### config.mk
export PLATFORM = sky130hd
export DESIGN_NAME = knob_and_button_event_unit_core
export DESIGN_NICKNAME = d
export VERILOG_FILES = /design/src/rtl/core/kbeu_pkg.sv /design/src/rtl/core/kbeu_knob.sv /design/src/rtl/core/kbeu_debounce.sv /design/src/rtl/core/kbeu_queue.sv /design/src/rtl/core/knob_and_button_event_unit_core.sv
export SDC_FILE = /design/constraint.sdc
export NUM_CORES = 1
export LEC_CHECK = 0
export BUFFER_PORTS_ARGS = -buffer_cell sky130_fd_sc_hd__buf_4
export CORE_AREA = 2 2 194 196
export CTS_CLUSTER_DIAMETER = 50
export DETAILED_ROUTE_END_ITERATION = 10
export DIE_AREA = 0 0 196 198
export SYNTH_ARGS = -nofsm -noshare
export SYNTH_HDL_FRONTEND = slang
export SYNTH_SLANG_ARGS = --single-unit
### constraint.sdc
create_clock -name i_clk -period 14.5 [get_ports i_clk]
set_input_delay 3.625 -clock i_clk [delete_from_list [all_inputs] [get_ports i_clk]]
set_output_delay 3.625 -clock i_clk [all_outputs]
set_load 0.03 [all_outputs]
### src/rtl/core/kbeu_pkg.sv
// Shared types, codes and helper functions for the knob and button event unit.
package kbeu_pkg;

    // Event queue geometry
    localparam int QUEUE_DEPTH = 8;
    localparam int PTR_W       = $clog2(QUEUE_DEPTH);
    localparam int LVL_W       = (PTR_W + 1 > 4) ? PTR_W + 1 : 4;
    localparam int PEND_MAX    = 7;
    localparam int PUSH_SLOTS  = 4;
    localparam int NUM_BUTTONS = 3;

    // Command codes
    localparam logic [1:0] CMD_INIT   = 2'd0;
    localparam logic [1:0] CMD_UPDATE = 2'd1;
    localparam logic [1:0] CMD_POP    = 2'd2;
    localparam logic [1:0] CMD_CLEAR  = 2'd3;

    // Event codes
    localparam logic [2:0] EV_NONE  = 3'd0;
    localparam logic [2:0] EV_OK    = 3'd1;
    localparam logic [2:0] EV_BACK  = 3'd2;
    localparam logic [2:0] EV_START = 3'd3;
    localparam logic [2:0] EV_RIGHT = 3'd4;
    localparam logic [2:0] EV_LEFT  = 3'd5;

    // Configuration register indexes
    localparam int CFG_IDX_W = 1;
    localparam logic [CFG_IDX_W-1:0] CFG_DEBOUNCE_MS  = 1'd0;
    localparam logic [CFG_IDX_W-1:0] CFG_DETENT_STEPS = 1'd1;

    localparam logic [15:0] DEBOUNCE_MS_RST  = 16'd20;
    localparam logic [2:0]  DETENT_STEPS_RST = 3'd4;

    typedef logic [PTR_W-1:0] t_ptr;

    typedef struct packed {
        logic [1:0]  cmd;
        logic        enc_a_level;
        logic        enc_b_level;
        logic        ok_level;
        logic        back_level;
        logic        start_level;
        logic [31:0] now_ms;
    } t_in_item;

    typedef struct packed {
        logic [2:0] event_res;
        logic [2:0] pending_count;
    } t_out_item;

    // Per-transfer strobes, already qualified by the pipeline advance
    typedef struct packed {
        logic init;
        logic update;
        logic pop;
        logic clear;
    } t_step_ctl;

    // Up to four queue writes per update: knob, OK, back, start in that order
    typedef struct packed {
        logic [PUSH_SLOTS-1:0]      valid;
        logic [PUSH_SLOTS-1:0][2:0] ev;
    } t_push_req;

    // Gray-code transition decode, index is {previous, current}
    function automatic logic signed [1:0] gray_delta(input logic [3:0] idx);
        logic signed [1:0] d;
        case (idx)
            4'h1, 4'h7, 4'h8, 4'hE: d = -2'sd1;
            4'h2, 4'h4, 4'hB, 4'hD: d = 2'sd1;
            default:                d = 2'sd0;
        endcase
        return d;
    endfunction

    function automatic t_ptr ptr_inc(input t_ptr p);
        return (p == PTR_W'(QUEUE_DEPTH - 1)) ? '0 : p + 1'b1;
    endfunction

endpackage

### src/rtl/core/kbeu_knob.sv
// Quadrature knob decoder: step counter and detent event generation.
module kbeu_knob (
    input  logic                 i_clk,
    input  logic                 i_rst_n,
    input  kbeu_pkg::t_step_ctl  i_ctl,
    input  logic [1:0]           i_quad,
    input  logic [2:0]           i_detent_steps,
    output logic                 o_push,
    output logic [2:0]           o_event
);

    logic [1:0]        r_prev_quad;
    logic signed [3:0] r_step_count;
    logic [1:0]        n_prev_quad;
    logic signed [3:0] n_step_count;

    logic signed [1:0] delta;
    logic signed [4:0] sum;
    logic signed [4:0] lim;

    always_comb begin
        delta        = kbeu_pkg::gray_delta({r_prev_quad, i_quad});
        sum          = 5'(r_step_count) + 5'(delta);
        lim          = $signed({2'b00, i_detent_steps});
        n_prev_quad  = r_prev_quad;
        n_step_count = r_step_count;
        o_push       = 1'b0;
        o_event      = kbeu_pkg::EV_NONE;
        if (i_ctl.init) begin
            n_prev_quad  = i_quad;
            n_step_count = '0;
        end else if (i_ctl.update) begin
            n_prev_quad = i_quad;
            if (delta != 2'sd0) begin
                if (sum >= lim) begin
                    n_step_count = '0;
                    o_push       = 1'b1;
                    o_event      = kbeu_pkg::EV_RIGHT;
                end else if (sum <= -lim) begin
                    n_step_count = '0;
                    o_push       = 1'b1;
                    o_event      = kbeu_pkg::EV_LEFT;
                end else begin
                    n_step_count = sum[3:0];
                end
            end
        end
    end

    always_ff @(posedge i_clk) begin
        if (!i_rst_n) begin
            r_prev_quad  <= '0;
            r_step_count <= '0;
        end else begin
            r_prev_quad  <= n_prev_quad;
            r_step_count <= n_step_count;
        end
    end

endmodule

### src/rtl/core/kbeu_debounce.sv
// Debounce of one button, given as an active-high pressed level, against a wrapping millisecond time.
module kbeu_debounce (
    input  logic                 i_clk,
    input  logic                 i_rst_n,
    input  kbeu_pkg::t_step_ctl  i_ctl,
    input  logic                 i_pressed,
    input  logic [31:0]          i_now_ms,
    input  logic [15:0]          i_debounce_ms,
    output logic                 o_press
);

    logic        r_raw;
    logic        r_stable;
    logic [31:0] r_change_time;
    logic        n_raw;
    logic        n_stable;
    logic [31:0] n_change_time;

    logic [31:0] elapsed;

    always_comb begin
        elapsed       = i_now_ms - r_change_time;
        n_raw         = r_raw;
        n_stable      = r_stable;
        n_change_time = r_change_time;
        o_press       = 1'b0;
        if (i_ctl.init) begin
            n_raw         = i_pressed;
            n_stable      = i_pressed;
            n_change_time = i_now_ms;
        end else if (i_ctl.update) begin
            if (i_pressed != r_raw) begin
                n_raw         = i_pressed;
                n_change_time = i_now_ms;
            end else if (i_pressed != r_stable && elapsed >= {16'd0, i_debounce_ms}) begin
                n_stable = i_pressed;
                o_press  = i_pressed;
            end
        end
    end

    always_ff @(posedge i_clk) begin
        if (!i_rst_n) begin
            r_raw         <= 1'b0;
            r_stable      <= 1'b0;
            r_change_time <= '0;
        end else begin
            r_raw         <= n_raw;
            r_stable      <= n_stable;
            r_change_time <= n_change_time;
        end
    end

endmodule

### src/rtl/core/kbeu_queue.sv
// Ring queue of events: up to four pushes per update, oldest dropped when full.
module kbeu_queue (
    input  logic                 i_clk,
    input  logic                 i_rst_n,
    input  kbeu_pkg::t_step_ctl  i_ctl,
    input  kbeu_pkg::t_push_req  i_push,
    output logic [2:0]           o_event_res,
    output logic [2:0]           o_pending_count
);

    logic [2:0]     r_store [kbeu_pkg::QUEUE_DEPTH];
    logic [2:0]     n_store [kbeu_pkg::QUEUE_DEPTH];
    kbeu_pkg::t_ptr r_rd_ptr;
    kbeu_pkg::t_ptr r_wr_ptr;
    kbeu_pkg::t_ptr n_rd_ptr;
    kbeu_pkg::t_ptr n_wr_ptr;

    kbeu_pkg::t_ptr                nxt;
    logic [kbeu_pkg::LVL_W-1:0]    level;

    always_comb begin
        n_store     = r_store;
        n_rd_ptr    = r_rd_ptr;
        n_wr_ptr    = r_wr_ptr;
        nxt         = r_wr_ptr;
        o_event_res = kbeu_pkg::EV_NONE;
        if (i_ctl.init || i_ctl.clear) begin
            n_rd_ptr = '0;
            n_wr_ptr = '0;
        end else if (i_ctl.pop) begin
            if (r_rd_ptr != r_wr_ptr) begin
                o_event_res = r_store[r_rd_ptr];
                n_rd_ptr    = kbeu_pkg::ptr_inc(r_rd_ptr);
            end
        end else if (i_ctl.update) begin
            // pushes apply in slot order; a full queue gives up its oldest entry
            for (int k = 0; k < kbeu_pkg::PUSH_SLOTS; k++) begin
                if (i_push.valid[k]) begin
                    nxt = kbeu_pkg::ptr_inc(n_wr_ptr);
                    if (nxt == n_rd_ptr) begin
                        n_rd_ptr = kbeu_pkg::ptr_inc(n_rd_ptr);
                    end
                    n_store[n_wr_ptr] = i_push.ev[k];
                    n_wr_ptr          = nxt;
                end
            end
        end
    end

    always_comb begin
        if (n_wr_ptr >= n_rd_ptr) begin
            level = kbeu_pkg::LVL_W'(n_wr_ptr) - kbeu_pkg::LVL_W'(n_rd_ptr);
        end else begin
            level = kbeu_pkg::LVL_W'(n_wr_ptr) + kbeu_pkg::LVL_W'(kbeu_pkg::QUEUE_DEPTH)
                  - kbeu_pkg::LVL_W'(n_rd_ptr);
        end
        if (level > kbeu_pkg::LVL_W'(kbeu_pkg::PEND_MAX)) begin
            o_pending_count = 3'(kbeu_pkg::PEND_MAX);
        end else begin
            o_pending_count = level[2:0];
        end
    end

    always_ff @(posedge i_clk) begin
        r_store <= n_store;
    end

    always_ff @(posedge i_clk) begin
        if (!i_rst_n) begin
            r_rd_ptr <= '0;
            r_wr_ptr <= '0;
        end else begin
            r_rd_ptr <= n_rd_ptr;
            r_wr_ptr <= n_wr_ptr;
        end
    end

endmodule

### src/rtl/core/knob_and_button_event_unit_core.sv
// Top level of the knob and button event unit: input register, step logic, result register.
//
//  channel   | direction | handshake                  | payload
//  ----------+-----------+----------------------------+----------------------------
//  input     | in        | i_in_valid / o_in_stall    | i_in_data  (t_in_item)
//  result    | out       | o_out_valid / i_out_stall  | o_out_data (t_out_item)
//  config    | in        | i_cfg_we                   | i_cfg_idx, i_cfg_data
//
//  One item per cycle sustained while the result side does not stall; a result is offered
//  after its input passes the input register, then the result register. The single step
//  of state logic between them is knob decode, three debouncers and a queue with four write slots.
//  Reset is synchronous, active low; no clearing pass, items are taken right after reset.
//  A stall on the result side holds the result register, then the input register,
//  and only then raises o_in_stall.
module knob_and_button_event_unit_core (
    input  logic                                 i_clk,
    input  logic                                 i_rst_n,
    input  logic                                 i_in_valid,
    output logic                                 o_in_stall,
    input  kbeu_pkg::t_in_item                   i_in_data,
    output logic                                 o_out_valid,
    input  logic                                 i_out_stall,
    output kbeu_pkg::t_out_item                  o_out_data,
    input  logic                                 i_cfg_we,
    input  logic [kbeu_pkg::CFG_IDX_W-1:0]       i_cfg_idx,
    input  logic [15:0]                          i_cfg_data
);

    logic [15:0]         r_debounce_ms;
    logic [2:0]          r_detent_steps;
    logic                r_armed;
    logic                r_in_valid;
    kbeu_pkg::t_in_item  r_in_data;
    logic                r_out_valid;
    kbeu_pkg::t_out_item r_out_data;

    logic                out_ready;
    logic                fire;
    logic                in_take;
    kbeu_pkg::t_step_ctl ctl;
    kbeu_pkg::t_push_req push;
    logic [1:0]          quad;
    logic [2:0]          pressed;
    logic [2:0]          press;
    logic                knob_push;
    logic [2:0]          knob_event;
    logic [2:0]          event_res;
    logic [2:0]          pending_count;

    assign out_ready  = !r_out_valid || !i_out_stall;
    assign fire       = r_in_valid && out_ready;
    assign o_in_stall = r_in_valid && !out_ready;
    assign in_take    = i_in_valid && !o_in_stall;

    assign ctl.init   = fire && (r_in_data.cmd == kbeu_pkg::CMD_INIT);
    assign ctl.update = fire && (r_in_data.cmd == kbeu_pkg::CMD_UPDATE) && r_armed;
    assign ctl.pop    = fire && (r_in_data.cmd == kbeu_pkg::CMD_POP);
    assign ctl.clear  = fire && (r_in_data.cmd == kbeu_pkg::CMD_CLEAR);

    // pins are active low
    assign quad    = {~r_in_data.enc_a_level, ~r_in_data.enc_b_level};
    assign pressed = {~r_in_data.start_level, ~r_in_data.back_level, ~r_in_data.ok_level};

    kbeu_knob u_knob (
        .i_clk          (i_clk),
        .i_rst_n        (i_rst_n),
        .i_ctl          (ctl),
        .i_quad         (quad),
        .i_detent_steps (r_detent_steps),
        .o_push         (knob_push),
        .o_event        (knob_event)
    );

    for (genvar g = 0; g < kbeu_pkg::NUM_BUTTONS; g++) begin : g_btn
        kbeu_debounce u_debounce (
            .i_clk         (i_clk),
            .i_rst_n       (i_rst_n),
            .i_ctl         (ctl),
            .i_pressed     (pressed[g]),
            .i_now_ms      (r_in_data.now_ms),
            .i_debounce_ms (r_debounce_ms),
            .o_press       (press[g])
        );
    end

    assign push.valid = {press[2], press[1], press[0], knob_push};
    assign push.ev    = {kbeu_pkg::EV_START, kbeu_pkg::EV_BACK, kbeu_pkg::EV_OK, knob_event};

    kbeu_queue u_queue (
        .i_clk           (i_clk),
        .i_rst_n         (i_rst_n),
        .i_ctl           (ctl),
        .i_push          (push),
        .o_event_res     (event_res),
        .o_pending_count (pending_count)
    );

    always_ff @(posedge i_clk) begin
        if (!i_rst_n) begin
            r_debounce_ms  <= kbeu_pkg::DEBOUNCE_MS_RST;
            r_detent_steps <= kbeu_pkg::DETENT_STEPS_RST;
        end else if (i_cfg_we) begin
            case (i_cfg_idx)
                kbeu_pkg::CFG_DEBOUNCE_MS:  r_debounce_ms  <= i_cfg_data;
                kbeu_pkg::CFG_DETENT_STEPS: r_detent_steps <= i_cfg_data[2:0];
                default: ;
            endcase
        end
    end

    always_ff @(posedge i_clk) begin
        if (!i_rst_n) begin
            r_armed <= 1'b0;
        end else begin
            if (ctl.init) begin
                r_armed <= 1'b1;
            end
        end
    end

    always_ff @(posedge i_clk) begin
        if (!i_rst_n) begin
            r_in_valid  <= 1'b0;
            r_out_valid <= 1'b0;
        end else begin
            if (in_take) begin
                r_in_valid <= 1'b1;
            end else if (fire) begin
                r_in_valid <= 1'b0;
            end
            if (fire) begin
                r_out_valid <= 1'b1;
            end else if (!i_out_stall) begin
                r_out_valid <= 1'b0;
            end
        end
    end

    always_ff @(posedge i_clk) begin
        if (in_take) begin
            r_in_data <= i_in_data;
        end
        if (fire) begin
            r_out_data.event_res     <= event_res;
            r_out_data.pending_count <= pending_count;
        end
    end

    assign o_out_valid = r_out_valid;
    assign o_out_data  = r_out_data;

endmodule

## Word level (Yosys, flattened, before mapping)

Memories as Yosys holds them, arrays and structs flattened.
Cells that the tools add are included.

- Bits in registers: 205
- Bits in writable memories: 0
- Logic and storage cells: 292
- Memories: 1
- Bits in latches: 0
- Input port bits: 61
- Memory bits (read-only): 32

Memory list:

| name | words | bits a word | rd ports | clocked after memory_dff | wr ports | RTL line | source |
|---|---|---|---|---|---|---|---|
| (name not given) | 16 | 2 | 1 | 0 | 0 | kbeu_pkg.sv:68 | `case (idx)` |

- Equality and inequality tests: 26
- Magnitude comparators: 16
- Add/sub/neg operators: 16
- Shift-type cells: 0
- Bitwise gates (word level): 24
- Div/mod/pow operators: 0
- Multiply operators: 0
- Reduce and logical (&&, ||, !) cells: 43
- Multiplexer cells: 131

Operator list:

| kind | count |
|---|---|
| $mux W24 | 13 |
| $mux W32 | 9 |
| $mux W3 | 56 |
| $ge A32 B16 Y1 | 3 |
| $sub A32 B32 Y32 | 3 |
| $mux W1 | 42 |
| $demux W3 S3 | 4 |
| $and A16 B16 Y16 | 2 |
| $not A16 Y16 | 2 |
| $add A3 B1 Y3 const B | 8 |
| $bwmux W24 | 1 |
| $eq A3 B3 Y1 const B | 8 |
| $ge A4 B4 Y1 const B | 5 |
| $not A3 Y4 | 5 |
| $reduce_bool A2 Y1 | 9 |
| $lt A4 B1 Y1 const B | 4 |
| $or A16 B16 Y16 | 1 |
| $or A8 B8 Y8 | 2 |
| $logic_and A1 B1 Y1 | 15 |
| $eq A3 B3 Y1 | 4 |
| $mux W4 | 3 |
| $reduce_and A2 Y1 | 6 |
| $reduce_and A3 Y1 | 4 |
| $not A1 Y1 | 10 |
| 23 further kinds | 37 |

## Longest topological paths before layout

An unclocked memory read counts as a cell.

- Depth in word-level cells: 38
- Depth in mapped cells: 45
- Mapped depth without buffers: 43

## Modules after synthesis

From an unflattened synthesis, not the netlist that was laid out.

- Cells, all modules: 2200
- Area, all modules: 17920.9 um^2

By module, submodules not included:

| module | area each (um^2) | instances | cells each |
|---|---|---|---|
| kbeu_debounce | 3726.1 | 3 | 500 |
| kbeu_queue | 3704.8 | 1 | 458 |
| knob_and_button_event_unit_core | 2272.2 | 1 | 152 |
| kbeu_knob | 765.7 | 1 | 90 |

## Worst setup path before layout

No wires, ideal clock.

- Path kind: input -> register
- Start: input i_out_stall
- End: register r_out_data, in the netlist o_out_data[1], data pin
- Path slack: 4.170 ns
- Setup time: 0.262 ns
- Required time: 14.238 ns
- Buffers on the path: 2
- Arrival: 10.068 ns
- Cell stages on the path: 33
- Cell sequence: nand2_1 nand2_1 or3_1 clkbuf_1 inv_2 o21ai_1 inv_1 nand2_2 mux2i_1 inv_1 ha_1 mux2_2 ha_1 ha_1 or3_1 a21o_2 a2111oi_0 mux2i_1 and2_1 buf_6 ha_1 ha_1 nor2_1 nor4b_1 mux2i_1 a21oi_1 ha_1 inv_1 fa_1 fa_1 a211oi_1 a221oi_1 or2_2

- Cells in the longest elaborated chain, start to end: 36
- Elaborated cells between the ends (all ways): 79
- Classes of those cells: add/sub: 9; order compare: 2; eq/ne: 9; mux: 50; reduce/logical: 9

RTL lines:

| element | RTL line | source |
|---|---|---|
| start: declaration | knob_and_button_event_unit_core.sv:22 | `input logic i_out_stall,` |
| $logic_not A1 Y1 (*) | - |  |
| $logic_or A1 B1 Y1 (*) | knob_and_button_event_unit_core.sv:50 | `assign out_ready = !r_out_valid \|\| !i_out_stall;` |
| $logic_and A1 B1 Y1 (*) | knob_and_button_event_unit_core.sv:51 | `assign fire = r_in_valid && out_ready;` |
| $logic_and A1 B1 Y1 (2 in a row) | knob_and_button_event_unit_core.sv:56 | `assign ctl.update = fire && (r_in_data.cmd == kbeu_pkg::CMD_UPDATE) && r_armed;` |
| $mux W1 | kbeu_knob.sv:32 | `end else if (i_ctl.update) begin` |
| $mux W1 | kbeu_knob.sv:29 | `if (i_ctl.init) begin` |
| $mux W3 | kbeu_queue.sv:38 | `if (i_push.valid[k]) begin` |
| $mux W3 | kbeu_queue.sv:35 | `end else if (i_ctl.update) begin` |
| [... 20 more ...] | - |  |
| $mux W3 | kbeu_queue.sv:38 |  |
| $mux W3 | kbeu_queue.sv:35 |  |
| $mux W3 | kbeu_queue.sv:30 | `end else if (i_ctl.pop) begin` |
| $mux W3 (*) | kbeu_queue.sv:27 | `if (i_ctl.init \|\| i_ctl.clear) begin` |
| net u_queue.n_rd_ptr[0] | kbeu_queue.sv:15 | `kbeu_pkg::t_ptr n_rd_ptr;` |
| $sub A4 B3 Y4, or another cell as far along | kbeu_queue.sv:55 | `- kbeu_pkg::LVL_W'(n_rd_ptr);` |
| $mux W4 (*) | kbeu_queue.sv:51 | `if (n_wr_ptr >= n_rd_ptr) begin` |
| $gt A4 B3 Y1 | kbeu_queue.sv:57 | `if (level > kbeu_pkg::LVL_W'(kbeu_pkg::PEND_MAX)) begin` |
| end: declaration | knob_and_button_event_unit_core.sv:35 | `kbeu_pkg::t_out_item r_out_data;` |

The timed path passes the listed nets; every way through them passes the cells marked *. The select of a mux whose other input is x is not followed.
A chain may end at the register's enable or synchronous reset.

## Final worst setup path

Same ends and word-level chain as after synthesis.

==> key figures <==
Logic synthesis
  – Mapped Cells: roughly 2,000
  – Yosys warns: 0
  – Yosys cell types: 95
  – Main flop type after synthesis: dfxtp_1
  – Synthesized area: around 0.016 mm^2
  – Syn Nets: around 2,300
  – Number of synthesized flops with an enable pin: 69
  – Yosys reg bits: 205
  – Synth Area per Inst: 8.00 um^2
  – Ys async rst share: 0%
  – Seq/Total Area, Yosys: approximately 29%

Final layout
  – Layout cell share with drive strength beyond 1: 9.34%
  – Final Instance Area: approximately 0.018 mm^2
  – Fin nets: 2,319
  – Fill count: roughly 3,600
  – Most frequent cells in the layout: 361 x nand2_1, 220 x a21oi_1, 178 x ha_1
  – Ant diodes: 0
  – Synthesis-to-finish area growth: 12.2%
  – Commonest non-fill, non-tap cell in the layout: nand2_1
  – Multi-input gate area: 0.0105 mm^2
  – Sequential cell area: about 0.0048 mm^2

Power
  – VDD IR-drop max: 0.0892 mV
  – Power Total: 1720 uW
  – Lkg Pwr: just over 0.007 uW
  – Power Dens Cells: around 94 mW/mm^2

Floorplanning
  – Die area: just under 0.04 mm^2
  – IO Pins: a little under 70
  – Core outline area: around 0.037 mm^2
  – Row Count: 71
  – Die width: around 200 um
  – Height of the die: approximately 200 um
  – Starting Density: a little over two fifths

Clock tree
  – Hold-fix buffers at CTS: 0
  – Post_cts resized: 0
  – Clk buf depth: 3
  – CTS Sinks: 205
  – CTS Buf Count: 31
  – CTS tree: done
  – H-tree levels: 1
  – Post-CTS setup buffer count: 0
  – Clock-pin transition on the worst setup and hold timing paths: ~0.060 ns
  – Root buffer cell: clkbuf_16
  – Worst-Skew Late Latency: 0.60 ns

Detailed routing
  – Routed length per placed instance: 17.0 um
  – DR DRC count: 0
  – Vias post-DR: approximately 14,000
  – Vias per cell: ~5.5
  – Drt initial violations: 639
  – WL final: about 44,000 um
  – 1st-pass router iterations: 5
  – Number of antenna-violating nets in the routed design: 0

Worst setup path
  – Slowest-stage cell, CP: inv_2
  – Worst EP arrival: between 10 and 15 ns
  – CP endpoint kind: flop
  – Crit path launch type: input port
  – Critical Path Fanout Max: 38
  – WP data required: roughly 15 ns
  – Most Frequent Cell on Critical Path: ha_1
  – CP max stage delay: 0.60 ns
  – CP Class: in2reg

Timing
  – Final Critical Period: between 10 and 15 ns
  – Final Hold Violating Endpoints: 0
  – Setup Skew: about 0.034 ns
  – Slew HR: between 20% and 30%
  – RSZ-0062 raised after global routing: no
  – Max Freq: approximately 87 MHz
  – Post-route setup TNS: 0 ns
  – Worst-margin pin slew: ~1.2 ns
  – Final worst slack: approximately 3.0 ns
  – Slew Limit Fails: 0
  – # setup viols final: 0
  – Tcrit/Tclk final: about four fifths

Global routing
  – Initial antenna violation count: 0
  – Largest net degree at the start of global routing: approximately 60
  – Global-route wire length before repair: 69,900 um
  – Number of global-route vias before repair: approximately 14,000
  – Tot GR Track Use: 22.3%
  – Remaining Overflow, GRT: 0

Place
  – Placed cell area: 0.0171 mm^2
  – Hpwl dp: between 30,000 and 40,000 um
  – Pre-CTS setup slack: roughly 2.5 ns
  – Placer Congestion: 0.910
  – IO buf count: between 60 and 70

Outcome
  – Outcome: complete, no violations

Flow run
  – Number of max-cap violations: 0

Min path
  – Hold Path Class: reg2reg
==> cells in the mapped netlist (32+ instances only) <==
master | number | area [um^2]
nand2_1 | 361 | 1360
a21oi_1 | 220 | 1100
ha_1 | 178 | 2230
inv_1 | 171 | 642
dfxtp_1 | 136 | 2720
nor2_1 | 103 | 387
o21ai_0 | 71 | 355
edfxtp_1 | 69 | 2070
clkbuf_1 | 60 | 225
a21o_1 | 52 | 390
xnor2_1 | 50 | 438
nand3_1 | 43 | 215
xor2_1 | 34 | 298
nor3_1 | 32 | 160
==> sequential cells by signal, summed over array words and instances, names as in the netlist <==
register,cells
o_out_data,6
r_armed,1
r_in_valid,1
u_knob.r_prev_quad,2
g_btn.u_debounce.r_stable,3
r_in_data,39
g_btn.u_debounce.r_change_time,96
u_knob.r_step_count,4
o_out_valid,1
u_queue.r_wr_ptr,3
u_queue.r_rd_ptr,3
g_btn.u_debounce.r_raw,3
r_debounce_ms,16
u_queue.r_store,24
r_detent_steps,3
==> cell families (layout without fill, tap and decap cells) <==
kind of cell	after synthesis	count (layout)	synth area share (%)
XOR/XNOR	85	85	4.62
AND/OR/NAND/NOR	730	730	21.1
adder cells (fa/ha/maj)	184	184	14.4
multiplexers	26	26	2.29
buffers and inverters	243	309	5.98
flip-flops	205	205	29.5
AO/OA/AOI/OAI	560	560	22.0
==> per-layer routing <==
| layer | routed length (um) | global-route usage, % | part of all wire [%] |
|---|---|---|---|
| met1 | 19400 | 27.5 | 45 |
| met2 | 21200 | 40.7 | 49 |
| met3 | 1650 | 2.52 | 3.8 |
| met4 | 1310 | 6.68 | 3.0 |
| met5 | 0 | 0 | 0 |
==> area by class of cell <==
cell class,count,share of cell area [%]
flip-flops and latches,205,26.3
multi-input cells,1585,57.7
clock inverters,20,1.19
clock buffers,38,4.80
repair buffers,78,3.21
well taps,474,3.25
inverters,173,3.57
==> where the power goes <==
part	internal (uW)	switching, uW	leakage [uW]	total [uW]
logic	136	188	0.00496	324
registers	611	20.3	0.00170	631
clock network	459	306	0.000526	765
total	1210	515	0.00719	1720
==> worst max-delay path: cells and delay by family <==
family	cells	cell delay (ns)
AOI/OAI and AO/OA	7	1.95
adders and majority gates	8	2.03
muxes	3	0.66
xor gates and xnor gates	1	0.25
buffers and inverters	6	1.31
and+or+nand+nor	9	1.94
==> through the flow <==
stage | hold slack (ns) | std cells | utilization (%)
floorplan | 0.432 | 2033 | -
global placement | 0.438 | 2515 | 46.4
detailed placement | 0.444 | 2515 | 46.4
CTS | 0.451 | 2573 | 49.3
global route | 0.462 | 2573 | 49.3
finish | 0.448 | 2573 | 49.3
==> path summary, 6_finish.rpt <==
kind	depth (start not counted)	end	start	slack (ns)
worst min register to register	2	g_btn[2].u_debounce.r_change_time[3]$_SDFFE_PN0P_	g_btn[2].u_debounce.r_change_time[3]$_SDFFE_PN0P_	0.45
worst max-delay path	34	o_out_data[1]$_SDFFCE_PN1P_	i_out_stall	3.04
worst min-delay path	2	g_btn[2].u_debounce.r_change_time[3]$_SDFFE_PN0P_	g_btn[2].u_debounce.r_change_time[3]$_SDFFE_PN0P_	0.45
worst max register to register	41	o_out_data[1]$_SDFFCE_PN1P_	r_in_data[1]$_DFFE_PP_	4.61
Note: power is estimated with default switching activity, not from simulation.
